==> src/design/bhpq_pkg.sv <==
// ----------------------------------------------------------------------------
// bhpq_pkg
// Shared constants, types and compare function for the binary heap queue.
// ----------------------------------------------------------------------------
package bhpq_pkg;

   localparam int CAPACITY  = 1024;
   localparam int KEY_WIDTH = 32;
   localparam int ADDR_W    = $clog2(CAPACITY);
   localparam int CNT_W     = $clog2(CAPACITY + 1);

   typedef logic [KEY_WIDTH-1:0] key_type;
   typedef logic [ADDR_W-1:0]    addr_type;
   typedef logic [CNT_W-1:0]     cnt_type;

   // item kinds
   localparam logic KIND_INSERT  = 1'b0;
   localparam logic KIND_EXTRACT = 1'b1;

   // result status codes
   localparam logic [1:0] STAT_OK    = 2'd0;
   localparam logic [1:0] STAT_EMPTY = 2'd1;
   localparam logic [1:0] STAT_FULL  = 2'd2;

   // order mode
   localparam logic ORDER_MAX = 1'b0;
   localparam logic ORDER_MIN = 1'b1;

   // one memory access slot: one write and one read per cycle
   typedef struct packed {
      logic     wr_en;
      addr_type wr_addr;
      key_type  wr_data;
      logic     rd_en;
      addr_type rd_addr;
   } mem_req_type;

   typedef struct packed {
      logic [1:0] status;
      key_type    top;
      cnt_type    count;
   } result_type;

   // true when a must sit strictly above b
   function automatic logic beats(input key_type a, input key_type b, input logic mode);
      if (mode == ORDER_MIN) begin
         return a < b;
      end
      return a > b;
   endfunction

endpackage

==> src/design/bhpq_engine.sv <==
// ----------------------------------------------------------------------------
// bhpq_engine
// Sequencer for insert (sift up) and extract (sift down) over the key store.
// ----------------------------------------------------------------------------
module bhpq_engine
   import bhpq_pkg::*;
(
   input  logic        clock,
   input  logic        reset,
   input  logic        start,
   input  logic        kind,
   input  key_type     value,
   input  logic        order_mode,
   input  logic        res_ready,
   input  key_type     rd_data,
   output logic        idle,
   output logic        done,
   output result_type  result,
   output mem_req_type mem_req
);

   localparam logic [2:0] ST_IDLE    = 3'd0;
   localparam logic [2:0] ST_UP      = 3'd1;
   localparam logic [2:0] ST_EX_TOP  = 3'd2;
   localparam logic [2:0] ST_EX_LAST = 3'd3;
   localparam logic [2:0] ST_DN_L    = 3'd4;
   localparam logic [2:0] ST_DN_R    = 3'd5;
   localparam logic [2:0] ST_WR_KEY  = 3'd6;
   localparam logic [2:0] ST_DONE    = 3'd7;

   logic [2:0] state_ff, state_in;
   cnt_type    cnt_ff, cnt_in;
   addr_type   pos_ff, pos_in;
   key_type    key_ff, key_in;
   key_type    lval_ff, lval_in;
   logic [1:0] status_ff, status_in;
   key_type    top_ff, top_in;

   // index arithmetic for the current slot
   cnt_type  left_w, right_w, half_cnt, cnt_dec;
   addr_type parent_idx;
   // child move decision
   logic     take_child;
   key_type  child_val;
   addr_type child_idx;
   key_type  best_lk;
   cnt_type  child_left_w;

   assign left_w     = {pos_ff, 1'b1};
   assign right_w    = left_w + cnt_type'(1);
   assign half_cnt   = cnt_ff >> 1;
   assign cnt_dec    = cnt_ff - cnt_type'(1);
   assign parent_idx = (pos_ff - addr_type'(1)) >> 1;

   always_comb begin
      take_child = 1'b0;
      child_val  = rd_data;
      child_idx  = left_w[ADDR_W-1:0];
      best_lk    = key_ff;
      if (state_ff == ST_DN_R) begin
         // left is in lval_ff, right is on the read port; left wins ties
         if (beats(lval_ff, key_ff, order_mode)) begin
            best_lk    = lval_ff;
            take_child = 1'b1;
            child_val  = lval_ff;
         end
         if (beats(rd_data, best_lk, order_mode)) begin
            take_child = 1'b1;
            child_val  = rd_data;
            child_idx  = right_w[ADDR_W-1:0];
         end
      end else begin
         take_child = beats(rd_data, key_ff, order_mode);
      end
   end

   assign child_left_w = {child_idx, 1'b1};

   always_comb begin
      state_in  = state_ff;
      cnt_in    = cnt_ff;
      pos_in    = pos_ff;
      key_in    = key_ff;
      lval_in   = lval_ff;
      status_in = status_ff;
      top_in    = top_ff;
      mem_req   = '0;

      case (state_ff)
         ST_IDLE: begin
            if (start) begin
               status_in = STAT_OK;
               top_in    = '0;
               key_in    = value;
               if (kind == KIND_INSERT) begin
                  if (cnt_ff == cnt_type'(CAPACITY)) begin
                     status_in = STAT_FULL;
                     state_in  = ST_DONE;
                  end else begin
                     pos_in = cnt_ff[ADDR_W-1:0];
                     cnt_in = cnt_ff + cnt_type'(1);
                     if (cnt_ff == '0) begin
                        mem_req.wr_en   = 1'b1;
                        mem_req.wr_addr = '0;
                        mem_req.wr_data = value;
                        state_in        = ST_DONE;
                     end else begin
                        mem_req.rd_en   = 1'b1;
                        mem_req.rd_addr = (cnt_ff[ADDR_W-1:0] - addr_type'(1)) >> 1;
                        state_in        = ST_UP;
                     end
                  end
               end else begin
                  if (cnt_ff == '0) begin
                     status_in = STAT_EMPTY;
                     state_in  = ST_DONE;
                  end else begin
                     mem_req.rd_en   = 1'b1;
                     mem_req.rd_addr = '0;
                     state_in        = ST_EX_TOP;
                  end
               end
            end
         end
         ST_UP: begin
            // parent key is on the read port
            if (beats(key_ff, rd_data, order_mode)) begin
               mem_req.wr_en   = 1'b1;
               mem_req.wr_addr = pos_ff;
               mem_req.wr_data = rd_data;
               pos_in          = parent_idx;
               if (parent_idx == '0) begin
                  state_in = ST_WR_KEY;
               end else begin
                  mem_req.rd_en   = 1'b1;
                  mem_req.rd_addr = (parent_idx - addr_type'(1)) >> 1;
               end
            end else begin
               mem_req.wr_en   = 1'b1;
               mem_req.wr_addr = pos_ff;
               mem_req.wr_data = key_ff;
               state_in        = ST_DONE;
            end
         end
         ST_EX_TOP: begin
            top_in = rd_data;
            cnt_in = cnt_dec;
            if (cnt_dec == '0) begin
               state_in = ST_DONE;
            end else begin
               mem_req.rd_en   = 1'b1;
               mem_req.rd_addr = cnt_dec[ADDR_W-1:0];
               state_in        = ST_EX_LAST;
            end
         end
         ST_EX_LAST: begin
            // last key moves to the root and sinks from there
            key_in = rd_data;
            pos_in = '0;
            if (cnt_ff > cnt_type'(1)) begin
               mem_req.rd_en   = 1'b1;
               mem_req.rd_addr = addr_type'(1);
               state_in        = ST_DN_L;
            end else begin
               mem_req.wr_en   = 1'b1;
               mem_req.wr_addr = '0;
               mem_req.wr_data = rd_data;
               state_in        = ST_DONE;
            end
         end
         ST_DN_L, ST_DN_R: begin
            if (state_ff == ST_DN_L && right_w < cnt_ff) begin
               lval_in         = rd_data;
               mem_req.rd_en   = 1'b1;
               mem_req.rd_addr = right_w[ADDR_W-1:0];
               state_in        = ST_DN_R;
            end else if (take_child) begin
               mem_req.wr_en   = 1'b1;
               mem_req.wr_addr = pos_ff;
               mem_req.wr_data = child_val;
               pos_in          = child_idx;
               if (cnt_type'(child_idx) < half_cnt) begin
                  mem_req.rd_en   = 1'b1;
                  mem_req.rd_addr = child_left_w[ADDR_W-1:0];
                  state_in        = ST_DN_L;
               end else begin
                  state_in = ST_WR_KEY;
               end
            end else begin
               mem_req.wr_en   = 1'b1;
               mem_req.wr_addr = pos_ff;
               mem_req.wr_data = key_ff;
               state_in        = ST_DONE;
            end
         end
         ST_WR_KEY: begin
            mem_req.wr_en   = 1'b1;
            mem_req.wr_addr = pos_ff;
            mem_req.wr_data = key_ff;
            state_in        = ST_DONE;
         end
         ST_DONE: begin
            if (res_ready) begin
               state_in = ST_IDLE;
            end
         end
         default: begin
            state_in = ST_IDLE;
         end
      endcase
   end

   always_ff @(posedge clock) begin
      if (reset) begin
         state_ff <= ST_IDLE;
         cnt_ff   <= '0;
      end else begin
         state_ff <= state_in;
         cnt_ff   <= cnt_in;
      end
      pos_ff    <= pos_in;
      key_ff    <= key_in;
      lval_ff   <= lval_in;
      status_ff <= status_in;
      top_ff    <= top_in;
   end

   assign idle          = (state_ff == ST_IDLE);
   assign done          = (state_ff == ST_DONE);
   assign result.status = status_ff;
   assign result.top    = top_ff;
   assign result.count  = cnt_ff;

endmodule

==> config.mk <==
export PLATFORM = sky130hd
export DESIGN_NAME = bhpq_engine
export DESIGN_NICKNAME = d
export VERILOG_FILES = /design/src/design/bhpq_pkg.sv /design/src/design/bhpq_engine.sv
export SDC_FILE = /design/constraint.sdc
export NUM_CORES = 1
export LEC_CHECK = 0
export BUFFER_PORTS_ARGS = -buffer_cell sky130_fd_sc_hd__buf_2
export CORE_ASPECT_RATIO = 1.25
export CORE_MARGIN = 5
export CORE_UTILIZATION = 47
export CTS_CLUSTER_SIZE = 14
export DETAILED_ROUTE_END_ITERATION = 6
export GPL_TIMING_DRIVEN = 0
export PLACE_DENSITY = 0.72
export RECOVER_POWER = 100
export SETUP_SLACK_MARGIN = 0.3
export SLEW_MARGIN = 20
export SYNTH_ARGS = -nofsm -noshare
export SYNTH_HDL_FRONTEND = slang
export SYNTH_SLANG_ARGS = --single-unit
==> constraint.sdc <==
create_clock -name clock -period 8.11 [get_ports clock]
set_input_delay 0.811 -clock clock [delete_from_list [all_inputs] [get_ports clock]]
set_output_delay 0.811 -clock clock [all_outputs]
set_load 0.02 [all_outputs]
==> metrics.md, run 1 <==
| Metric | Value |
|---|---|
| Run status | complete, but fails checks |
| Violated checks | capacitance limit, slew limit, setup timing |
| Category of the worst setup path capture point | primary output |
| Leak Pwr | 0.00545 uW |
| Inserted Clock Buffers | 17 |
| Fraction of layout cells with a size suffix above 1 | 17.5% |
| Fraction of power spent switching nets | 49.3% |
| Power share of the sequential group | 20.4% |
| Gp weighted congestion | 0.981 |
| Final worst clock skew | 0.0121 ns |
| Setup slack of the most critical reg-to-reg path | 1.14 ns |
| Remaining design rule violation count | 0 |
| Number of buffers between clock root and the deepest sink | 2 |
| Sequential Area | 3520 sq um |
| Number of synthesis warnings | 0 |
| Layout Cell Area excl Fill | 12600 sq um |
| Die height | 174 microns |
| Count of flip-flops with a built-in enable after synthesis | 108 |
| Final setup slack of the worst path | -0.0136 ns |
| Peak Freq | 123 MHz |
| Setup repair after global routing missed its margin | yes |
| Buffers plus inverters on the worst setup path | 6 |
| Crit share post-route | 100% |
| Overall die area | 24600 sq um |
| Switching pwr | 2690 uW |
| Hold Path Class | primary input to flop |
| Distinct cell type count of the synthesized netlist | 72 |
| Final non-filler cell total | 1647 |
| Overall routing resource usage | 28.1% |
| DRT iter0 DRCs | 993 |
| Count of hold buffers inserted by post-cts repair | 0 |
| Post-synth net total | 1301 |
| Worst slew slack as a fraction of its limit | -12.5% |
| Post-synth top flop | sky130_fd_sc_hd__edfxtp_1 |
| Worst VDD drop | 0.306 mV |
| Cell Area, Synth | 10100 sq um |
| Area growth from synthesis to final layout | 24.4% |
| Commonest non-fill, non-tap cell in the layout | sky130_fd_sc_hd__clkbuf_1 |
| Clock root buffer master | sky130_fd_sc_hd__clkbuf_16 |
| Share of total power in combinational logic | 65.0% |
| Detailed-placement wirelength estimate | 26.1 mm |
| Final Util | 58.9% |
| Crit-path most repeated cell | sky130_fd_sc_hd__buf_6 |
| Final setup TNS | -0.0136 ns |
| Count of endpoints failing hold in the final timing report | 0 |
| Clock latency reported for the late side of the worst-skew pair | 0.43 ns |
| Routed Wire Length | 36.0 mm |
| Floorplan core area | 21400 sq um |
| Data arrival time of the critical path | 7.31 ns |
| Clock tree from TritonCTS | built |
| Timing startpoint of the critical path | key_ff[27]$_DFFE_PP_ |
| Hold wc startpoint | reset |
| Average routed wire per standard cell | 21.8 microns |
| Number of fillers in the final layout | 1919 |
| Total power | 5460 uW |
| Number of antenna-violating nets in the routed design | 0 |
| Kind of start point of the critical path | flop |
| Highest-count cells in the layout ignoring fill and taps | sky130_fd_sc_hd__clkbuf_1 (123), sky130_fd_sc_hd__ha_1 (115), sky130_fd_sc_hd__edfxtp_1 (108) |
| Peak fanout along the critical path | 7 |
| Instance area at placement | 11400 sq um |
| First-pass DRT Iterations | 6 |
| Final max-slew violation count | 49 |
| Overall die width | 141 microns |
| Register bit total from synthesis | 122 |
| # IOs | 171 |
| Syn Area/Cell | 9.12 sq um |
| Syn Inst Count | 1110 |
| Via density per instance | 6.22 |
| GR Overflow Total | 0 |
| Number of buffer cells added on primary ports | 170 |
| Async S/R FF share, synth | 0% |
| Period minus WS final | 8.12 ns |
| Initial standard-cell utilization of the core | 47.3% |
| Number of sinks on the clock net | 122 |
| Sequential cell area fraction in the yosys report | 34.8% |
| Placed Cells | 1561 |
| Slew at the pin with the worst max-slew slack | 1.69 ns |
| Largest incremental delay on the critical path | 0.49 ns |
| Reg clk slew, reported paths | 0.06 ns |
| Vias after detailed routing | 10300 |
| Int Power | 2760 uW |
| Pwr dens | 433 nW/um^2 |
| # nets final | 1545 |
| Max-cap violations | 2 |
| Clock group share of total power | 14.6% |
| Slowest cell on crit path | sky130_fd_sc_hd__or4_4 |
| Type of the worst setup path | flop to primary output |
| Vias in the first global route | 10000 |
| Pin count of the biggest net entering global routing | 42 |
| Wire length of the first global-routing pass | 54.0 mm |
| Number of antenna violations at the first check in global routing | 1 |
| Required time of the critical path | 7.30 ns |
| H-Tree Depth | 4 |
| Area taken by multi-input logic gates | 6280 sq um |
| Largest delay contributor family on the critical path | compound AO/OA/AOI/OAI gates |
| Total of endpoints with negative setup slack in the final report | 1 |
| Startpoint of the worst-slack reg-to-reg timing path | key_ff[27]$_DFFE_PP_ |
| Row count | 60 |
-- area by class of cell --
class | instances | area share (%)
Multi-Input combinational cell | 838 | 49.8
Sequential cell | 122 | 28.0
Timing Repair Buffer | 225 | 9.60
Clock buffer | 18 | 3.41
Inverter | 95 | 2.83
Tap cell | 279 | 2.77
Buffer | 55 | 2.21
Clock inverter | 14 | 1.36
Antenna cell | 1 | 0.0199
-- worst paths after layout --
kind                                end  cells past startpoint
min              cnt_ff[5]$_SDFFE_PP0P_                      2
max                          mem_req[8]                     31
max reg2reg    state_ff[1]$_SDFFE_PP0P_                     32
min reg2reg  status_ff[1]$_SDFFCE_PP0P_                      2
-- synthesized netlist by cell type, types with 28 or more instances --
cell type | instances | share of area [%]
sky130_fd_sc_hd__a221o_1 | 31 | 3.1
sky130_fd_sc_hd__nand2_1 | 105 | 3.9
sky130_fd_sc_hd__mux2i_1 | 36 | 3.6
sky130_fd_sc_hd__edfxtp_1 | 108 | 32
sky130_fd_sc_hd__nor2_1 | 84 | 3.1
sky130_fd_sc_hd__a22o_1 | 30 | 2.6
sky130_fd_sc_hd__a21oi_1 | 59 | 2.9
sky130_fd_sc_hd__nand4_1 | 28 | 1.7
sky130_fd_sc_hd__inv_1 | 93 | 3.4
sky130_fd_sc_hd__ha_1 | 121 | 15
sky130_fd_sc_hd__o21ai_0 | 78 | 3.9
sky130_fd_sc_hd__clkbuf_1 | 39 | 1.4
-- metal layers --
metal  vias up  routed length (microns)  track usage [%]
li1       4664                        -                -
met1      4837                    13000             33.1
met2       608                    18000             49.4
met3       141                     3230             4.71
met4         2                     1760             13.1
met5         -                       13                0
-- flip-flops by register name, indices dropped and copies added (netlist names) --
| register | count |
|---|---|
| status_ff | 2 |
| cnt_ff | 11 |
| lval_ff | 32 |
| top_ff | 32 |
| state_ff | 3 |
| pos_ff | 10 |
| key_ff | 32 |
-- cells by family after synthesis --
group,synth area share [%]
xor gates and xnor gates,3.72
DFF,34.8
adders and majority gates,15.0
AOI/OAI and AO/OA,21.3
and+or+nand+nor,15.0
buffers and inverters,5.94
muxes,4.23
-- stage by stage --
stage                     worst slack, ns  hold slack [ns]
final                             -0.0136            0.614
after global routing               -0.257            0.613
after CTS                           0.170            0.602
after detailed placement            -1.20            0.631
after global placement              -1.20            0.625
after floorplan                     0.435            0.633
-- worst reg2reg max path: cells and delay by family (launching register included) --
family,cells,cell delay (ns)
xor gates and xnor gates,1,0.26
AOI/OAI and AO/OA,10,2.33
muxes,1,0.17
adders and majority gates,3,0.89
DFF,1,0.40
and+or+nand+nor,7,1.57
buffers and inverters,10,1.28
-- timing repair --
action / in CTS / in global routing
pin swaps: 16 / 21
gates cloned: 1 / 0
setup endpoints to repair: 33 / 11
buffers inserted: 37 / 15
resized for setup: 41 / 32
-- power by group through the flow --
stage / Clock (uW) / Sequential (uW) / Combinational [uW]
floorplan: 0 / 1190 / 2110
global placement: 0 / 1130 / 3130
detailed placement: 0 / 1120 / 3200
CTS: 793 / 1100 / 3400
global route: 826 / 1130 / 3810
finish: 796 / 1110 / 3550
Power figures use the tool's default switching activity.
==> run 2: changes to the inputs <==
Settings changed: CORE_UTILIZATION 47 to 54, PLACE_DENSITY 0.72 to not set, PLACE_DENSITY_LB_ADDON set to 0.3.
==> metrics.md, run 2 (same netlist as run 1, synthesis figures left out) <==
| Metric | Value |
|---|---|
| Run status | complete, but fails checks |
| Violated checks | capacitance limit, slew limit |
| Setup repair after global routing missed its margin | yes |
| Category of the worst setup path capture point | primary output |
| Data arrival time of the critical path | 7.26 ns |
| Number of buffer cells added on primary ports | 170 |
| Worst VDD drop | 0.291 mV |
| Clock root buffer master | sky130_fd_sc_hd__clkbuf_16 |
| Final worst clock skew | 0.0110 ns |
| Gp weighted congestion | 0.989 |
| Max-cap violations | 3 |
| Pin count of the biggest net entering global routing | 42 |
| Overall die width | 132 microns |
| Reg clk slew, reported paths | 0.06 ns |
| Clock latency reported for the late side of the worst-skew pair | 0.43 ns |
| Worst slew slack as a fraction of its limit | -84.0% |
| Share of total power in combinational logic | 64.9% |
| Fraction of power spent switching nets | 49.2% |
| Slowest cell on crit path | sky130_fd_sc_hd__edfxtp_1 |
| Vias in the first global route | 10100 |
| Number of antenna violations at the first check in global routing | 2 |
| Row count | 56 |
| Switching pwr | 2720 uW |
| First-pass DRT Iterations | 6 |
| Crit share post-route | 99.5% |
| Remaining design rule violation count | 0 |
| Number of sinks on the clock net | 122 |
| Slew at the pin with the worst max-slew slack | 2.76 ns |
| Biggest regs | key_ff (32), lval_ff (32), top_ff (32) |
| GR Overflow Total | 0 |
| Count of endpoints failing hold in the final timing report | 0 |
| Peak fanout along the critical path | 5 |
| Vias after detailed routing | 10300 |
| Fraction of layout cells with a size suffix above 1 | 18.5% |
| Inserted Clock Buffers | 17 |
| Period minus WS final | 8.07 ns |
| Clock group share of total power | 14.9% |
| DRT iter0 DRCs | 946 |
| Via density per instance | 6.41 |
| Area growth from synthesis to final layout | 25.3% |
| Initial standard-cell utilization of the core | 54.3% |
| Power share of the sequential group | 20.1% |
| Largest incremental delay on the critical path | 0.44 ns |
| # IOs | 171 |
| Total of endpoints with negative setup slack in the final report | 0 |
| Hold Path Class | primary input to flop |
| Floorplan core area | 18600 sq um |
| Average routed wire per standard cell | 22.7 microns |
| Final setup TNS | 0 ns |
| Int Power | 2800 uW |
| Commonest non-fill, non-tap cell in the layout | sky130_fd_sc_hd__clkbuf_1 |
| Pwr dens | 435 nW/um^2 |
| Pre-CTS setup slack | -1.31 ns |
| H-Tree Depth | 4 |
| Overall die area | 21600 sq um |
| # nets final | 1550 |
| Kind of start point of the critical path | flop |
| Required time of the critical path | 7.30 ns |
| Number of antenna-violating nets in the routed design | 0 |
| Clock tree from TritonCTS | built |
| Final max-slew violation count | 66 |
| Peak Freq | 124 MHz |
| Leak Pwr | 0.00552 uW |
| Final setup slack of the worst path | 0.0425 ns |
| Routed Wire Length | 36.4 mm |
| Detailed-placement wirelength estimate | 25.9 mm |
| Number of buffers between clock root and the deepest sink | 2 |
| Die height | 163 microns |
| Highest-count cells in the layout ignoring fill and taps | sky130_fd_sc_hd__clkbuf_1 (124), sky130_fd_sc_hd__ha_1 (113), sky130_fd_sc_hd__edfxtp_1 (108) |
| Type of the worst setup path | flop to primary output |
| Wire length of the first global-routing pass | 54.0 mm |
| Overall routing resource usage | 32.1% |
==> run 2: changes by cell type in the layout (fill, tap and decap cells not counted), moves of 3 or more <==
cell / change
sky130_fd_sc_hd__buf_4: +5
sky130_fd_sc_hd__buf_6: -5
sky130_fd_sc_hd__bufinv_16: -3
sky130_fd_sc_hd__clkbuf_16: +6
sky130_fd_sc_hd__clkinvlp_4: -3
sky130_fd_sc_hd__inv_1: -6
sky130_fd_sc_hd__inv_2: +6
sky130_fd_sc_hd__nand2_1: -3
sky130_fd_sc_hd__nand2_2: +3
==> run 2: stage by stage <==
step | cells | hold slack, ns | util [%] | instance area, sq um | total power, uW
floorplan | 1110 | 0.633 | - | 10100 | 3290
global placement | 1512 | 0.627 | 60.4 | 11300 | 4270
detailed placement | 1514 | 0.633 | 60.8 | 11300 | 4330
CTS | 1589 | 0.599 | 67.4 | 12600 | 5360
global route | 1605 | 0.603 | 68.1 | 12700 | 5800
finish | 1606 | 0.607 | 68.1 | 12700 | 5520
==> run 2: worst max-delay path: cells and delay by family, from the launching register on <==
family | cells | cell delay (ns)
buffers and inverters | 6 | 0.93
xor gates and xnor gates | 1 | 0.17
DFF | 1 | 0.44
adders and majority gates | 3 | 0.84
AOI/OAI and AO/OA | 14 | 2.91
and+or+nand+nor | 8 | 1.34
muxes | 1 | 0.19
==> run 2: final timing paths <==
| kind | from | endpoint | slack, ns | depth (start not counted) |
|---|---|---|---|---|
| setup / recovery | lval_ff[7]$_DFFE_PP_ | mem_req[7] | 0.04 | 33 |
| hold / removal | reset | cnt_ff[5]$_SDFFE_PP0P_ | 0.61 | 2 |
| setup reg to reg | lval_ff[7]$_DFFE_PP_ | state_ff[1]$_SDFFE_PP0P_ | 1.41 | 31 |
| hold reg to reg | cnt_ff[10]$_SDFFE_PP0P_ | status_ff[1]$_SDFFCE_PP0P_ | 0.63 | 2 |
==> run 2: final cells by class <==
class                   instances  area, sq um
clock inverters                 5         35.0
plain buffers                  55          282
flip-flops and latches        122         3520
diodes                          2         5.00
multi-input cells             838         6340
clock buffers                  27          611
fillers                      1548         5950
well taps                     232          290
repair buffers                230         1250
inverters                      95          357
==> run 2: metal layers <==
metal | vias up | GRT usage (%) | share of wire (%)
met1 | 4826 | 35.5 | 36
li1 | 4676 | - | -
met2 | 612 | 57.6 | 49
met3 | 171 | 5.88 | 8.8
met5 | - | 0 | 0.036
met4 | 2 | 19.0 | 6.0
==> run 2: power groups by stage <==
stage,logic [uW],clock network (uW),registers [uW]
2_1_floorplan,2110,0,1190
4_1_cts,3440,822,1090
3_5_place_dp,3210,0,1120
3_3_place_gp,3150,0,1130
5_1_grt,3820,851,1130
6_report,3580,825,1110
==> run 2: what timing repair did <==
item,CTS,global route
hold endpoints to repair,0,0
buffers inserted,41,15
hold buffers,0,0
endpoints found under the setup margin,32,11
gates cloned,2,0
pin swaps,20,16
resized for setup,50,36
